`config.mk`:
```
export PLATFORM = sky130hd
export DESIGN_NAME = unorm8_to_r11g11b10_ufloat
export DESIGN_NICKNAME = d
export VERILOG_FILES = /design/src/hdl/u8ufl_pkg.sv /design/src/hdl/u8ufl_chan.sv /design/src/hdl/unorm8_to_r11g11b10_ufloat.sv
export SDC_FILE = /design/constraint.sdc
export NUM_CORES = 1
export LEC_CHECK = 0
export BUFFER_PORTS_ARGS = -buffer_cell sky130_fd_sc_hd__clkbuf_2
export CORE_MARGIN = 2
export CORE_UTILIZATION = 58
export CTS_CLUSTER_DIAMETER = 100
export DETAILED_ROUTE_END_ITERATION = 10
export HOLD_SLACK_MARGIN = 0.1
export PLACE_DENSITY = 0.77
export SKIP_CTS_REPAIR_TIMING = 1
export SLEW_MARGIN = 10
export SYNTH_ARGS = -nofsm -noshare
export SYNTH_HDL_FRONTEND = slang
export SYNTH_SLANG_ARGS = --single-unit
```
`constraint.sdc`:
```
create_clock -name clk -period 2.7 [get_ports clk]
set_input_delay 0.135 -clock clk [delete_from_list [all_inputs] [get_ports clk]]
set_output_delay 0.135 -clock clk [all_outputs]
set_load 0.05 [all_outputs]
```
`src/hdl/u8ufl_pkg.sv`:
```
// ----------------------------------------------------------------------------
// u8ufl_pkg
// Shared constants, types and helpers for the UNORM8 to R11G11B10 packer.
// ----------------------------------------------------------------------------
package u8ufl_pkg;

    localparam int CHAN_W    = 8;
    localparam int EXP_W     = 5;
    localparam int RG_FRAC_W = 6;
    localparam int B_FRAC_W  = 5;
    localparam int LZ_W      = 3;

    localparam logic [EXP_W-1:0]  EXP_ONE  = 5'd15;
    localparam logic [EXP_W-1:0]  EXP_TOP  = 5'd14;
    localparam logic [CHAN_W-1:0] CHAN_MAX = 8'hFF;

    typedef struct packed {
        logic adv1;
        logic adv2;
        logic adv3;
    } pipe_ctrl_t;

    function automatic logic [LZ_W-1:0] lzc8(input logic [CHAN_W-1:0] c);
        logic [LZ_W-1:0] cnt;
        logic            found;
        cnt   = '0;
        found = 1'b0;
        for (int i = CHAN_W - 1; i >= 0; i--)
        begin
            if (!found && c[i])
            begin
                found = 1'b1;
                cnt   = LZ_W'(CHAN_W - 1 - i);
            end
        end
        return cnt;
    endfunction

endpackage

```
`src/hdl/u8ufl_chan.sv`:
```
// ----------------------------------------------------------------------------
// u8ufl_chan
// Three-stage datapath for one channel: normalize, round, pack the field.
// ----------------------------------------------------------------------------
module u8ufl_chan #(
    parameter int FRAC_W = u8ufl_pkg::RG_FRAC_W
) (
    input  logic                                 clk,
    input  u8ufl_pkg::pipe_ctrl_t                ctrl,
    input  logic [u8ufl_pkg::CHAN_W-1:0]         c,
    output logic [u8ufl_pkg::EXP_W+FRAC_W-1:0]   field
);

    localparam int RND_W = FRAC_W + 2;

    logic [u8ufl_pkg::CHAN_W-1:0]        n_reg, n_next;
    logic [u8ufl_pkg::LZ_W-1:0]          lz_reg, lz_next;
    logic                                zero1_reg, zero1_next;
    logic                                full_reg, full_next;

    logic [u8ufl_pkg::EXP_W-1:0]         exp_reg, exp_next;
    logic [RND_W-1:0]                    rnd_reg, rnd_next;
    logic                                zero2_reg;

    logic [u8ufl_pkg::EXP_W+FRAC_W-1:0]  field_reg, field_next;
    logic                                ovf;
    logic [u8ufl_pkg::EXP_W-1:0]         exp_fin;
    logic [FRAC_W-1:0]                   frac_fin;

    always_comb
    begin
        lz_next    = u8ufl_pkg::lzc8(c);
        n_next     = c << lz_next;
        zero1_next = (c == '0);
        full_next  = (c == u8ufl_pkg::CHAN_MAX);
    end

    always_comb
    begin
        if (full_reg)
        begin
            exp_next = u8ufl_pkg::EXP_ONE;
            rnd_next = RND_W'(1) << FRAC_W;
        end
        else
        begin
            exp_next = u8ufl_pkg::EXP_TOP - u8ufl_pkg::EXP_W'(lz_reg);
            rnd_next = RND_W'(n_reg[u8ufl_pkg::CHAN_W-1:u8ufl_pkg::CHAN_W-1-FRAC_W])
                     + RND_W'(n_reg[u8ufl_pkg::CHAN_W-2-FRAC_W]);
        end
    end

    always_comb
    begin
        ovf      = rnd_reg[RND_W-1];
        exp_fin  = exp_reg + u8ufl_pkg::EXP_W'(ovf);
        frac_fin = ovf ? '0 : rnd_reg[FRAC_W-1:0];
        field_next = zero2_reg ? '0 : {exp_fin, frac_fin};
    end

    always_ff @(posedge clk)
    begin
        if (ctrl.adv1)
        begin
            n_reg     <= n_next;
            lz_reg    <= lz_next;
            zero1_reg <= zero1_next;
            full_reg  <= full_next;
        end
        if (ctrl.adv2)
        begin
            exp_reg   <= exp_next;
            rnd_reg   <= rnd_next;
            zero2_reg <= zero1_reg;
        end
        if (ctrl.adv3)
        begin
            field_reg <= field_next;
        end
    end

    assign field = field_reg;

endmodule

```
`src/hdl/unorm8_to_r11g11b10_ufloat.sv`:
```
// ----------------------------------------------------------------------------
// unorm8_to_r11g11b10_ufloat
// Packs three UNORM8 channels into one R11G11B10 unsigned-float word.
//
//   channel | handshake           | payload
//   --------+---------------------+------------------------------------------
//   input   | in_valid, in_ready  | red[7:0], green[7:0], blue[7:0]
//   output  | out_valid, out_ready| packed_word[31:0] (R 10:0, G 21:11, B 31:22)
//
// out_valid rises once an accepted item has reached the pack register;
// one item per cycle while out_ready is held high.
// Three register stages (normalize, round, pack) each hold a valid bit.
// A stage advances when it is empty or the stage after it advances, so
// bubbles collapse and a stall at out_ready holds every item in place.
// Reset clears the valid bits only.
// ----------------------------------------------------------------------------
module unorm8_to_r11g11b10_ufloat (
    input  logic                          clk,
    input  logic                          rst_n,
    input  logic                          in_valid,
    output logic                          in_ready,
    input  logic [u8ufl_pkg::CHAN_W-1:0]  red,
    input  logic [u8ufl_pkg::CHAN_W-1:0]  green,
    input  logic [u8ufl_pkg::CHAN_W-1:0]  blue,
    output logic                          out_valid,
    input  logic                          out_ready,
    output logic [31:0]                   packed_word
);

    localparam int RG_FIELD_W = u8ufl_pkg::EXP_W + u8ufl_pkg::RG_FRAC_W;
    localparam int B_FIELD_W  = u8ufl_pkg::EXP_W + u8ufl_pkg::B_FRAC_W;

    u8ufl_pkg::pipe_ctrl_t  ctrl;
    logic                   v1_reg, v1_next;
    logic                   v2_reg, v2_next;
    logic                   v3_reg, v3_next;

    logic [RG_FIELD_W-1:0]  r_field;
    logic [RG_FIELD_W-1:0]  g_field;
    logic [B_FIELD_W-1:0]   b_field;

    always_comb
    begin
        ctrl.adv3 = !v3_reg || out_ready;
        ctrl.adv2 = !v2_reg || ctrl.adv3;
        ctrl.adv1 = !v1_reg || ctrl.adv2;
        v1_next   = ctrl.adv1 ? in_valid : v1_reg;
        v2_next   = ctrl.adv2 ? v1_reg   : v2_reg;
        v3_next   = ctrl.adv3 ? v2_reg   : v3_reg;
    end

    always_ff @(posedge clk or negedge rst_n)
    begin
        if (!rst_n)
        begin
            v1_reg <= 1'b0;
            v2_reg <= 1'b0;
            v3_reg <= 1'b0;
        end
        else
        begin
            v1_reg <= v1_next;
            v2_reg <= v2_next;
            v3_reg <= v3_next;
        end
    end

    u8ufl_chan #(.FRAC_W(u8ufl_pkg::RG_FRAC_W)) u_red (
        .clk   (clk),
        .ctrl  (ctrl),
        .c     (red),
        .field (r_field)
    );

    u8ufl_chan #(.FRAC_W(u8ufl_pkg::RG_FRAC_W)) u_green (
        .clk   (clk),
        .ctrl  (ctrl),
        .c     (green),
        .field (g_field)
    );

    u8ufl_chan #(.FRAC_W(u8ufl_pkg::B_FRAC_W)) u_blue (
        .clk   (clk),
        .ctrl  (ctrl),
        .c     (blue),
        .field (b_field)
    );

    assign in_ready    = ctrl.adv1;
    assign out_valid   = v3_reg;
    assign packed_word = {b_field, g_field, r_field};

endmodule

```
==> results of run 1 <==
per-layer routing:
metal,track usage [%],share of wire (%)
met2,25.5,45
met4,5.90,1.6
met5,0,0
met3,3.48,4.9
met1,26.7,48
critical path: cells and delay by family, from the launching register on:
kind	cells	cell delay (ns)
flops	1	0.44
buf+inv	2	0.77
simple gates	1	0.10
layout by cell type, fill, tap and decap left out, types with 3 or more instances in the layout:
cell type,n
sky130_fd_sc_hd__and2_1,19
sky130_fd_sc_hd__edfxtp_1,105
sky130_fd_sc_hd__nor4_2,3
sky130_fd_sc_hd__o21ai_1,9
sky130_fd_sc_hd__nand4_1,4
sky130_fd_sc_hd__nand3_1,13
sky130_fd_sc_hd__a221oi_1,3
sky130_fd_sc_hd__inv_1,17
sky130_fd_sc_hd__a22oi_1,5
sky130_fd_sc_hd__o21bai_1,5
sky130_fd_sc_hd__a211o_1,4
sky130_fd_sc_hd__a211oi_1,3
sky130_fd_sc_hd__and4b_1,3
sky130_fd_sc_hd__inv_2,3
sky130_fd_sc_hd__nand2b_1,13
sky130_fd_sc_hd__dlygate4sd3_1,3
sky130_fd_sc_hd__xnor2_1,8
sky130_fd_sc_hd__a21oi_1,7
sky130_fd_sc_hd__nand2_1,17
sky130_fd_sc_hd__xor2_1,12
sky130_fd_sc_hd__o31ai_1,3
sky130_fd_sc_hd__mux2i_1,3
sky130_fd_sc_hd__nand4b_1,4
sky130_fd_sc_hd__clkbuf_2,61
sky130_fd_sc_hd__clkbuf_8,9
sky130_fd_sc_hd__o21ai_0,10
sky130_fd_sc_hd__nor4_1,3
sky130_fd_sc_hd__ha_1,15
sky130_fd_sc_hd__nor2_1,45
sky130_fd_sc_hd__buf_4,3
sky130_fd_sc_hd__nor3_1,10
sky130_fd_sc_hd__nor2b_1,17
sky130_fd_sc_hd__or2_2,4
area by class of cell:
class / count / area (um2)
clock buffer: 10 / 128
timing repair buffer: 67 / 358
sequential: 108 / 3230
inverter: 20 / 75.1
clock inverter: 6 / 56.3
fill: 635 / 2910
tap: 108 / 135
multi-input combinational: 273 / 1830
cells by family after synthesis:
family | count (synthesis) | share of synthesized area [%]
buffers and inverters | 37 | 3.25
muxes | 3 | 0.574
xor gates and xnor gates | 20 | 3.35
adders and majority gates | 15 | 3.59
DFF | 108 | 61.7
AOI/OAI and AO/OA | 70 | 10.2
and+or+nand+nor | 165 | 17.3
where the power goes:
part | switching [W] | internal, W | total [W]
Clock | 0.000547 | 0.000355 | 0.000902
Sequential | 0.0000998 | 0.00214 | 0.00224
Combinational | 0.000565 | 0.000248 | 0.000813
Total | 0.00121 | 0.00274 | 0.00395
through the flow:
step                TNS [ns]  cell area (um2)  util, %  power, W
floorplan             -10.95             5230        -   0.00289
global placement           0             5600     64.2   0.00306
detailed placement         0             5600     64.2   0.00309
CTS                        0             5780     66.3   0.00398
global route               0             5810     66.7   0.00415
finish                     0             5810     66.7   0.00395
worst paths after layout:
path	startpoint	end	cells after the start
setup / recovery	out_valid	in_ready	3
hold / removal	red[0]	u_red.n_reg[0]	3
setup reg to reg	u_green.n_reg[0]	u_green.rnd_reg[5]	5
hold reg to reg	u_blue.zero1_reg	u_blue.zero2_reg	0
max in group asynchronous	rst_n	out_valid	3
min in group asynchronous	rst_n	out_valid	3
==> flow_summary.yaml, run 1 <==
route:
  finalWirelength_um: 8110
  post_drt_via_cell_ratio: 5.49
  final_antenna_net_count: 0
  wl_per_cell_um: 13.7
  detail_route.drc_violations: 0
  first_iter_violations: 149
  firstDrtPassIters: 5
  num_vias: 3252
timing:
  setup-violations-final: 0
  finalCritPeriodShare_pct: 68.5
  rsz0062_at_grt: "false"
  drv_slew: 0
  worstMarginPinSlew_ns: 0.500
  hold-worst-slack_ns: 0.170
  fmax_mhz: 541
  worst_clock_skew_ns: 0.0164
  fin_crit_ns: 1.85
  layout_setup_ws_ns: 0.850
  final-hold-violation-count: 0
  worst_slew_margin_rel_pct: 66.6
synth:
  synth_cell_types: 57
  synth_top_cells_by_area: "sky130_fd_sc_hd__edfxtp_1, sky130_fd_sc_hd__ha_1, sky130_fd_sc_hd__nor2_1, sky130_fd_sc_hd__and2_1, sky130_fd_sc_hd__nor2b_1"
  postSynthRegisterBits: 108
  synthesis.area_um2: 5230
  post_synth.cell_area_avg_um2: 12.5
  synth_seq_area_share_pct: 61.7
  synthArstFlopShare_pct: 2.78
  yosys-top-cells-count: "sky130_fd_sc_hd__edfxtp_1, sky130_fd_sc_hd__nor2_1, sky130_fd_sc_hd__and2_1"
  number_of_flops_mapped_to_enable_cells_by_yosys: 105
  synth_cells: 418
  yosysWarnings: 0
  synth_nets: 461
  synth_top_area_share_pct: 60.3
  synthFlopType: "sky130_fd_sc_hd__edfxtp_1"
  synthMostInstantiatedCell: "sky130_fd_sc_hd__edfxtp_1"
  synthDominantAreaCellType: "sky130_fd_sc_hd__edfxtp_1"
die:
  io_pins: 62
  die-width_um: 99.0
  initial_core_util_pct: 60.0
  rows: 34
  fp.coreArea_um2: 8720
  fp.dieH_um: 99.0
  design.die.area_um2: 9800
clock_tree:
  cts.root.buffer_cell: "sky130_fd_sc_hd__clkbuf_8"
  clk_pin_slew_ns: 0.11
  tritoncts.num_buffers: 9
  tritoncts_num_sinks: 108
  clock_latency_of_the_later_clocked_register_in_the_worst_skew_pair_ns: 0.37
  tritoncts: "yes"
  clock_path_buffers: 2
  clock_tree.htree_level_count: 3
critical_path:
  longest_individual_stage_delay_on_the_worst_path_ns: 0.44
  cp_slowest_cell: "sky130_fd_sc_hd__dfrtp_2"
  timing_worst_setup_path_type: "register to output port"
  critical_path.cell_chain: "nand4b_1 > buf_4 > clkbuf_2"
  worst_ep_required_time_ns: 2.57
  setup.reg_to_reg.worst_slack_ns: 1.30
  crit_fanout: 40
  critPathCaptureType: "output port"
  critPathArrivalTime_ns: 1.71
  worst_setup_start_kind: "register"
global_routing:
  grt_pass1_vias: 2908
  grt_overflow_total: 0
  first_pass_grt_wire_length_um: 13900
  grt_max_degree: 41
  grt_use_total_pct: 17.5
  grt_antenna_before_repair: 0
finish:
  final_layout_size_suffix_gt1_share_pct: 20.7
  post_layout_nonfiller_instances: 592
  layout.nets: 522
  antenna_cells: 0
  flow.area_growth_from_synthesis_pct: 11.1
placement:
  io_buffers: 61
  pre_cts_slack_ns: 0.848
  routability_cong: 0.861
  dp.final_hpwl_um: 5880
  placed_cells_incl_taps: 573
power:
  static-leakage-power_nw: 2.30
  peak_vdd_ir_v: 0.000280
  power_per_cell_area_nw_per_um2: 680
status:
  outcome: "finished clean"
hold_path:
  worst_hold_path_type: "primary input to register"
run:
  maxCapViolCount: 0
Power figures use the tool's default switching activity.
==> inputs of run 2 (changes only) <==
--- a/config.mk
+++ b/config.mk
@@ -7,11 +7,11 @@
 export LEC_CHECK = 0
 export BUFFER_PORTS_ARGS = -buffer_cell sky130_fd_sc_hd__clkbuf_2
 export CORE_MARGIN = 2
-export CORE_UTILIZATION = 58
+export CORE_UTILIZATION = 53
 export CTS_CLUSTER_DIAMETER = 100
 export DETAILED_ROUTE_END_ITERATION = 10
 export HOLD_SLACK_MARGIN = 0.1
-export PLACE_DENSITY = 0.77
+export PLACE_DENSITY = 0.74
 export SKIP_CTS_REPAIR_TIMING = 1
 export SLEW_MARGIN = 10
 export SYNTH_ARGS = -nofsm -noshare
==> constraint.sdc (replaced) <==
create_clock -name clk -period 1.7 [get_ports clk]
set_input_delay 0.085 -clock clk [delete_from_list [all_inputs] [get_ports clk]]
set_output_delay 0.085 -clock clk [all_outputs]
set_load 0.05 [all_outputs]
==> run 2 against run 1 <==
  * Clock power grew 55%
  * Global-route usage shrank 1.8 points
  * Largest power group unchanged
  * Design area grew 2.3%
  * Clock-buffer cell count is the same
  * Critical path type unchanged
  * Highest routed layer unchanged
  * First-iteration DRC count shrank 19%
  * Sequential share of layout area shrank 1.2 points
  * Final cell count grew 5.9%
  * Total power grew 59%
  * Critical endpoint unchanged
==> flow_summary.yaml, run 2 (synthesis results as in run 1) <==
timing:
  fin_crit_ns: 1.61
  rsz0062_at_grt: "false"
  layout_setup_ws_ns: 0.0881
  drv_slew: 0
  fmax_mhz: 620
  worst_clock_skew_ns: 0.0137
  final-hold-violation-count: 0
  worstMarginPinSlew_ns: 0.391
  setup-violations-final: 0
  worst_slew_margin_rel_pct: 73.9
  finalCritPeriodShare_pct: 94.8
clock_tree:
  tritoncts: "yes"
  clock_latency_of_the_later_clocked_register_in_the_worst_skew_pair_ns: 0.36
  cts.root.buffer_cell: "sky130_fd_sc_hd__clkbuf_8"
  tritoncts_num_sinks: 108
  tritoncts.num_buffers: 9
  clock_tree.htree_level_count: 3
  clock_path_buffers: 2
  clk_pin_slew_ns: 0.10
placement:
  dp.final_hpwl_um: 5950
  placed_cells_incl_taps: 608
  pre_cts_slack_ns: 0.118
  routability_cong: 0.915
  io_buffers: 61
power:
  power.switching_w: 0.00189
  power_per_cell_area_nw_per_um2: 1050
  static-leakage-power_nw: 2.36
  seq_power_share_pct: 56.7
  part_of_the_total_power_dissipated_in_the_clock_network_pct: 22.3
  peak_vdd_ir_v: 0.000483
  power.share.switching_pct: 30.2
  power.share.combinational_pct: 21.0
  internal_power_w: 0.00438
run:
  maxCapViolCount: 0
global_routing:
  grt_antenna_before_repair: 0
  first_pass_grt_wire_length_um: 13300
  grt_max_degree: 41
  grt_pass1_vias: 2936
  grt_use_total_pct: 15.7
  grt_overflow_total: 0
critical_path:
  timing.critical_path.max_delay_family: "buffers and inverters"
  crit_end: "in_ready"
  longest_individual_stage_delay_on_the_worst_path_ns: 0.44
  critical_path_depth: 3
  critPathCaptureType: "output port"
  launching_instance_or_port_of_the_critical_path: "out_valid"
  rr_endpoint: "u_green.rnd_reg[5]"
  r2r_cells: 5
  critPathArrivalTime_ns: 1.53
  worst_setup_start_kind: "register"
  timing_worst_setup_path_type: "register to output port"
  critical_path.cell_chain: "nand4b_1 > buf_12 > clkbuf_2"
  crit_fanout: 40
  worst_ep_required_time_ns: 1.62
  setup.reg_to_reg.worst_slack_ns: 0.30
  cp_slowest_cell: "sky130_fd_sc_hd__dfrtp_2"
  crit-reg2reg-launch: "u_green.n_reg[0]"
  crit_buf_inv: 2
die:
  rows: 36
  fp.coreArea_um2: 9680
  initial_core_util_pct: 54.0
  fp.dieH_um: 103
  design.die.area_um2: 10700
  io_pins: 62
  die-width_um: 103
route:
  final_antenna_net_count: 0
  first_iter_violations: 120
  firstDrtPassIters: 4
  num_vias: 3255
  detail_route.drc_violations: 0
  finalWirelength_um: 8030
  wl_per_cell_um: 12.8
  post_drt_via_cell_ratio: 5.19
finish:
  layout.cells.most_common_list: "sky130_fd_sc_hd__edfxtp_1, sky130_fd_sc_hd__clkbuf_2, sky130_fd_sc_hd__nor2_1"
  layout.nets: 532
  multi_input_comb_area_um2: 1830
  num-fill-cells: 762
  final_core_util_pct: 61.4
  layout.cells.most_common: "sky130_fd_sc_hd__edfxtp_1"
  antenna_cells: 0
  flow.area_growth_from_synthesis_pct: 13.7
  post_layout_nonfiller_instances: 627
  final_layout_size_suffix_gt1_share_pct: 22.3
  final-seq-area_um2: 3230
status:
  outcome: "finished clean"
hold_path:
  worst_hold_path_type: "primary input to register"
==> run 2: worst min path at each step <==
| stage | start | endpoint | slack, ns | cells after the start |
|---|---|---|---|---|
| 5_1_grt | green[0] | u_green.n_reg[0] | 0.15 | 3 |
| 2_1_floorplan | rst_n | out_valid | -0.21 | 0 |
| 4_1_cts | rst_n | out_valid | -0.52 | 1 |
| 3_5_place_dp | rst_n | v1_reg | -0.12 | 1 |
| 3_3_place_gp | rst_n | v1_reg | -0.12 | 1 |
| 6_report | green[0] | u_green.n_reg[0] | 0.13 | 3 |
==> run 2: power groups by stage <==
stage	clock network (W)	logic (W)	registers [W]
CTS	0.00145	0.00132	0.00356
global placement	0	0.00129	0.00361
finish	0.00140	0.00132	0.00355
global route	0.00155	0.00145	0.00360
floorplan	0	0.000561	0.00403
detailed placement	0	0.00131	0.00362
==> run 2: layout make-up <==
type                    count  share of cell area (%)
flip-flops and latches    108                    54.3
inverters                  20                    1.26
well taps                 133                    2.80
repair buffers             77                    7.70
multi-input cells         273                    30.8
clock buffers              10                    2.15
clock inverters             6                   0.947
==> run 2: worst reg2reg max path: cells and delay by family (launching register included) <==
family	cells	cell delay (ns)
simple gates	3	0.40
flops	1	0.39
fa+ha+maj	1	0.22
xor+xnor	1	0.16
==> run 2: through the flow <==
step / setup TNS (ns) / cell area (um2) / power (W) / hold slack (ns)
after global routing: 0 / 5950 / 0.00660 / 0.148
after detailed placement: 0 / 5730 / 0.00494 / -0.116
after global placement: 0 / 5730 / 0.00489 / -0.119
final: 0 / 5950 / 0.00627 / 0.131
after floorplan: -61.83 / 5230 / 0.00459 / -0.211
after CTS: 0 / 5920 / 0.00633 / -0.524
==> run 2: metal layers <==
metal	wire length, um	track usage (%)	up-vias
met1	3950	23.5	1485
met4	136	6.38	0
met3	289	2.42	11
met2	3660	23.3	84
li1	-	-	1675
met5	0	0	-
==> inputs of run 3 (changes only) <==
--- a/config.mk
+++ b/config.mk
@@ -5,7 +5,9 @@
 export SDC_FILE = /design/constraint.sdc
 export NUM_CORES = 1
 export LEC_CHECK = 0
+export ABC_AREA = 1
 export BUFFER_PORTS_ARGS = -buffer_cell sky130_fd_sc_hd__clkbuf_2
+export CORE_ASPECT_RATIO = 0.6
 export CORE_MARGIN = 2
 export CORE_UTILIZATION = 53
 export CTS_CLUSTER_DIAMETER = 100
==> run 3 against run 2 <==
  * Hold slack better by 0.028 ns
  * Utilization increased by 1.1 points
  * Via count grew 12%
  * Sequential share of layout area fell by 1.4 points
  * Clock-buffer cell count stayed put
  * Sequential power up 1%
  * Non-clock buffer count decreased by 9
  * Setup slack better by 0.099 ns
  * Critical endpoint unchanged
==> flow_summary.yaml, run 3 <==
run:
  maxCapViolCount: 0
finish:
  final_layout_size_suffix_gt1_share_pct: 21.4
  layout.nets: 621
  layout.cells.most_common: "sky130_fd_sc_hd__edfxtp_1"
  flow.area_growth_from_synthesis_pct: 15.9
  layout.cells.most_common_list: "sky130_fd_sc_hd__edfxtp_1, sky130_fd_sc_hd__inv_1, sky130_fd_sc_hd__nand2_1"
  antenna_cells: 0
  multi_input_comb_area_um2: 1720
  num-fill-cells: 792
  post_layout_nonfiller_instances: 718
  final-seq-area_um2: 3230
critical_path:
  cp_slowest_cell: "sky130_fd_sc_hd__dfrtp_2"
  longest_individual_stage_delay_on_the_worst_path_ns: 0.42
  crit_fanout: 15
  r2r_cells: 9
  timing_worst_setup_path_type: "register to output port"
  critical_path.cell_chain: "nand2_8 > nor2_4 > nand2_4 > clkbuf_2"
  critPathCaptureType: "output port"
  worst_ep_required_time_ns: 1.62
  critPathArrivalTime_ns: 1.43
  setup.reg_to_reg.worst_slack_ns: 0.24
  crit-reg2reg-launch: "u_blue.n_reg[1]"
  rr_endpoint: "u_blue.rnd_reg[4]"
  worst_setup_start_kind: "register"
timing:
  setup-violations-final: 0
  worst_slew_margin_rel_pct: 68.6
  fin_crit_ns: 1.51
  rsz0062_at_grt: "false"
  layout_setup_ws_ns: 0.187
  worst_clock_skew_ns: 0.00928
  finalCritPeriodShare_pct: 89.0
  fmax_mhz: 661
  drv_slew: 0
  final-hold-violation-count: 0
  worstMarginPinSlew_ns: 0.471
placement:
  routability_cong: 0.883
  pre_cts_slack_ns: 0.157
  dp.final_hpwl_um: 7230
  io_buffers: 61
  placed_cells_incl_taps: 699
route:
  met3_length_um: 496
  met2_wirelength_um: 4010
  final_antenna_net_count: 0
  wl_met1_um: 4780
  finalWirelength_um: 9350
  highest-signal-layer: "met4"
  firstDrtPassIters: 4
  wl_per_cell_um: 13.0
  detail_route.drc_violations: 0
  post_drt_via_cell_ratio: 5.06
  first_iter_violations: 221
  num_vias: 3630
global_routing:
  grt_antenna_before_repair: 0
  grt_max_degree: 36
  grt_pass1_vias: 3291
  grt_use_total_pct: 18.7
  grt_overflow_total: 0
  first_pass_grt_wire_length_um: 15700
hold_path:
  min_path_cells: 3
  min-delay-start: "blue[1]"
  worst_hold_path_type: "primary input to register"
  min_delay_worst_endpoint: "u_blue.full_reg"
synth:
  synth_top_area_share_pct: 59.8
  synthDominantAreaCellType: "sky130_fd_sc_hd__edfxtp_1"
  synthMostInstantiatedCell: "sky130_fd_sc_hd__edfxtp_1"
  synth_nets: 546
  yosysWarnings: 0
  synth_seq_area_share_pct: 61.3
  yosys-top-cells-count: "sky130_fd_sc_hd__edfxtp_1, sky130_fd_sc_hd__inv_1, sky130_fd_sc_hd__nand2_1"
  postSynthRegisterBits: 108
  synth_top_cells_by_area: "sky130_fd_sc_hd__edfxtp_1, sky130_fd_sc_hd__inv_1, sky130_fd_sc_hd__nand2_1, sky130_fd_sc_hd__nor2_1, sky130_fd_sc_hd__nand3_1"
  synth_cells: 503
  post_synth.cell_area_avg_um2: 10.5
  synthesis.area_um2: 5270
  number_of_flops_mapped_to_enable_cells_by_yosys: 105
  synthFlopType: "sky130_fd_sc_hd__edfxtp_1"
  synth_cell_types: 34
  synthArstFlopShare_pct: 2.78
power:
  power.switching_w: 0.00208
  power.share.switching_pct: 29.7
  power_per_cell_area_nw_per_um2: 1150
  peak_vdd_ir_v: 0.000671
  internal_power_w: 0.00493
  seq_power_share_pct: 51.2
  part_of_the_total_power_dissipated_in_the_clock_network_pct: 29.3
  power.share.combinational_pct: 19.5
  static-leakage-power_nw: 2.76
die:
  rows: 28
  io_pins: 62
  fp.coreArea_um2: 9770
  design.die.area_um2: 10800
  fp.dieH_um: 81.2
  initial_core_util_pct: 53.9
  die-width_um: 133
clock_tree:
  tritoncts.num_buffers: 9
  clock_latency_of_the_later_clocked_register_in_the_worst_skew_pair_ns: 0.34
  cts.root.buffer_cell: "sky130_fd_sc_hd__clkbuf_16"
  tritoncts_num_sinks: 108
  tritoncts: "yes"
  clock_tree.htree_level_count: 3
  clk_pin_slew_ns: 0.07
  clock_path_buffers: 2
status:
  outcome: "finished clean"
-- run 3: power groups by stage --
stage	Sequential [W]	Combinational [W]	Clock, W
2_1_floorplan	0.00404	0.000588	0
3_3_place_gp	0.00363	0.00133	0
3_5_place_dp	0.00365	0.00136	0
4_1_cts	0.00359	0.00137	0.00210
5_1_grt	0.00363	0.00151	0.00219
6_report	0.00359	0.00137	0.00206
-- run 3: layout make-up --
cell class,instances,area share [%]
clock buffer,10,3.75
clock inverter,6,1.15
inverter,85,5.28
multi-input combinational,306,28.2
sequential,108,52.9
tap,135,2.77
timing repair buffer,68,5.98
-- run 3: metal layers --
layer,vias to the layer above,GRT usage (%)
met4,0,6.13
met2,110,27.7
met3,8,3.75
met1,1655,28.0
met5,-,0
li1,1857,-
-- run 3: stage by stage --
stage	utilization [%]	instance area [um2]	hold slack [ns]	total power (W)	setup TNS [ns]
floorplan	-	5310	-0.211	0.00463	-4.59
global placement	59.1	5780	-0.108	0.00496	0
detailed placement	59.1	5780	-0.106	0.00501	0
CTS	62.2	6080	-0.478	0.00706	0
global route	62.5	6110	0.162	0.00733	0
finish	62.5	6110	0.159	0.00701	0
-- run 3: how the worst max path moves through the flow --
stage	slack, ns	depth (start not counted)	startpoint	endpoint
2_1_floorplan	-0.13	3	out_valid	u_blue.exp_reg[0]
3_3_place_gp	0.21	9	green[5]	u_green.n_reg[5]
3_5_place_dp	0.16	11	red[5]	u_red.n_reg[6]
4_1_cts	0.16	4	out_valid	in_ready
5_1_grt	0.11	7	u_red.n_reg[0]	u_red.rnd_reg[4]
6_report	0.19	4	out_valid	in_ready
-- run 3: cells by family after synthesis --
family	count (synthesis)	share of synthesized area (%)
simple gates	245	22.7
xor+xnor	2	0.333
fa+ha+maj	15	3.56
flops	108	61.3
buf+inv	89	6.63
compound gates	44	5.53
-- run 3: critical path, delay by kind of cell (launching register included) --
family / cells / cell delay (ns)
AND/OR/NAND/NOR: 3 / 0.38
flip-flops: 1 / 0.42
buffers and inverters: 1 / 0.28
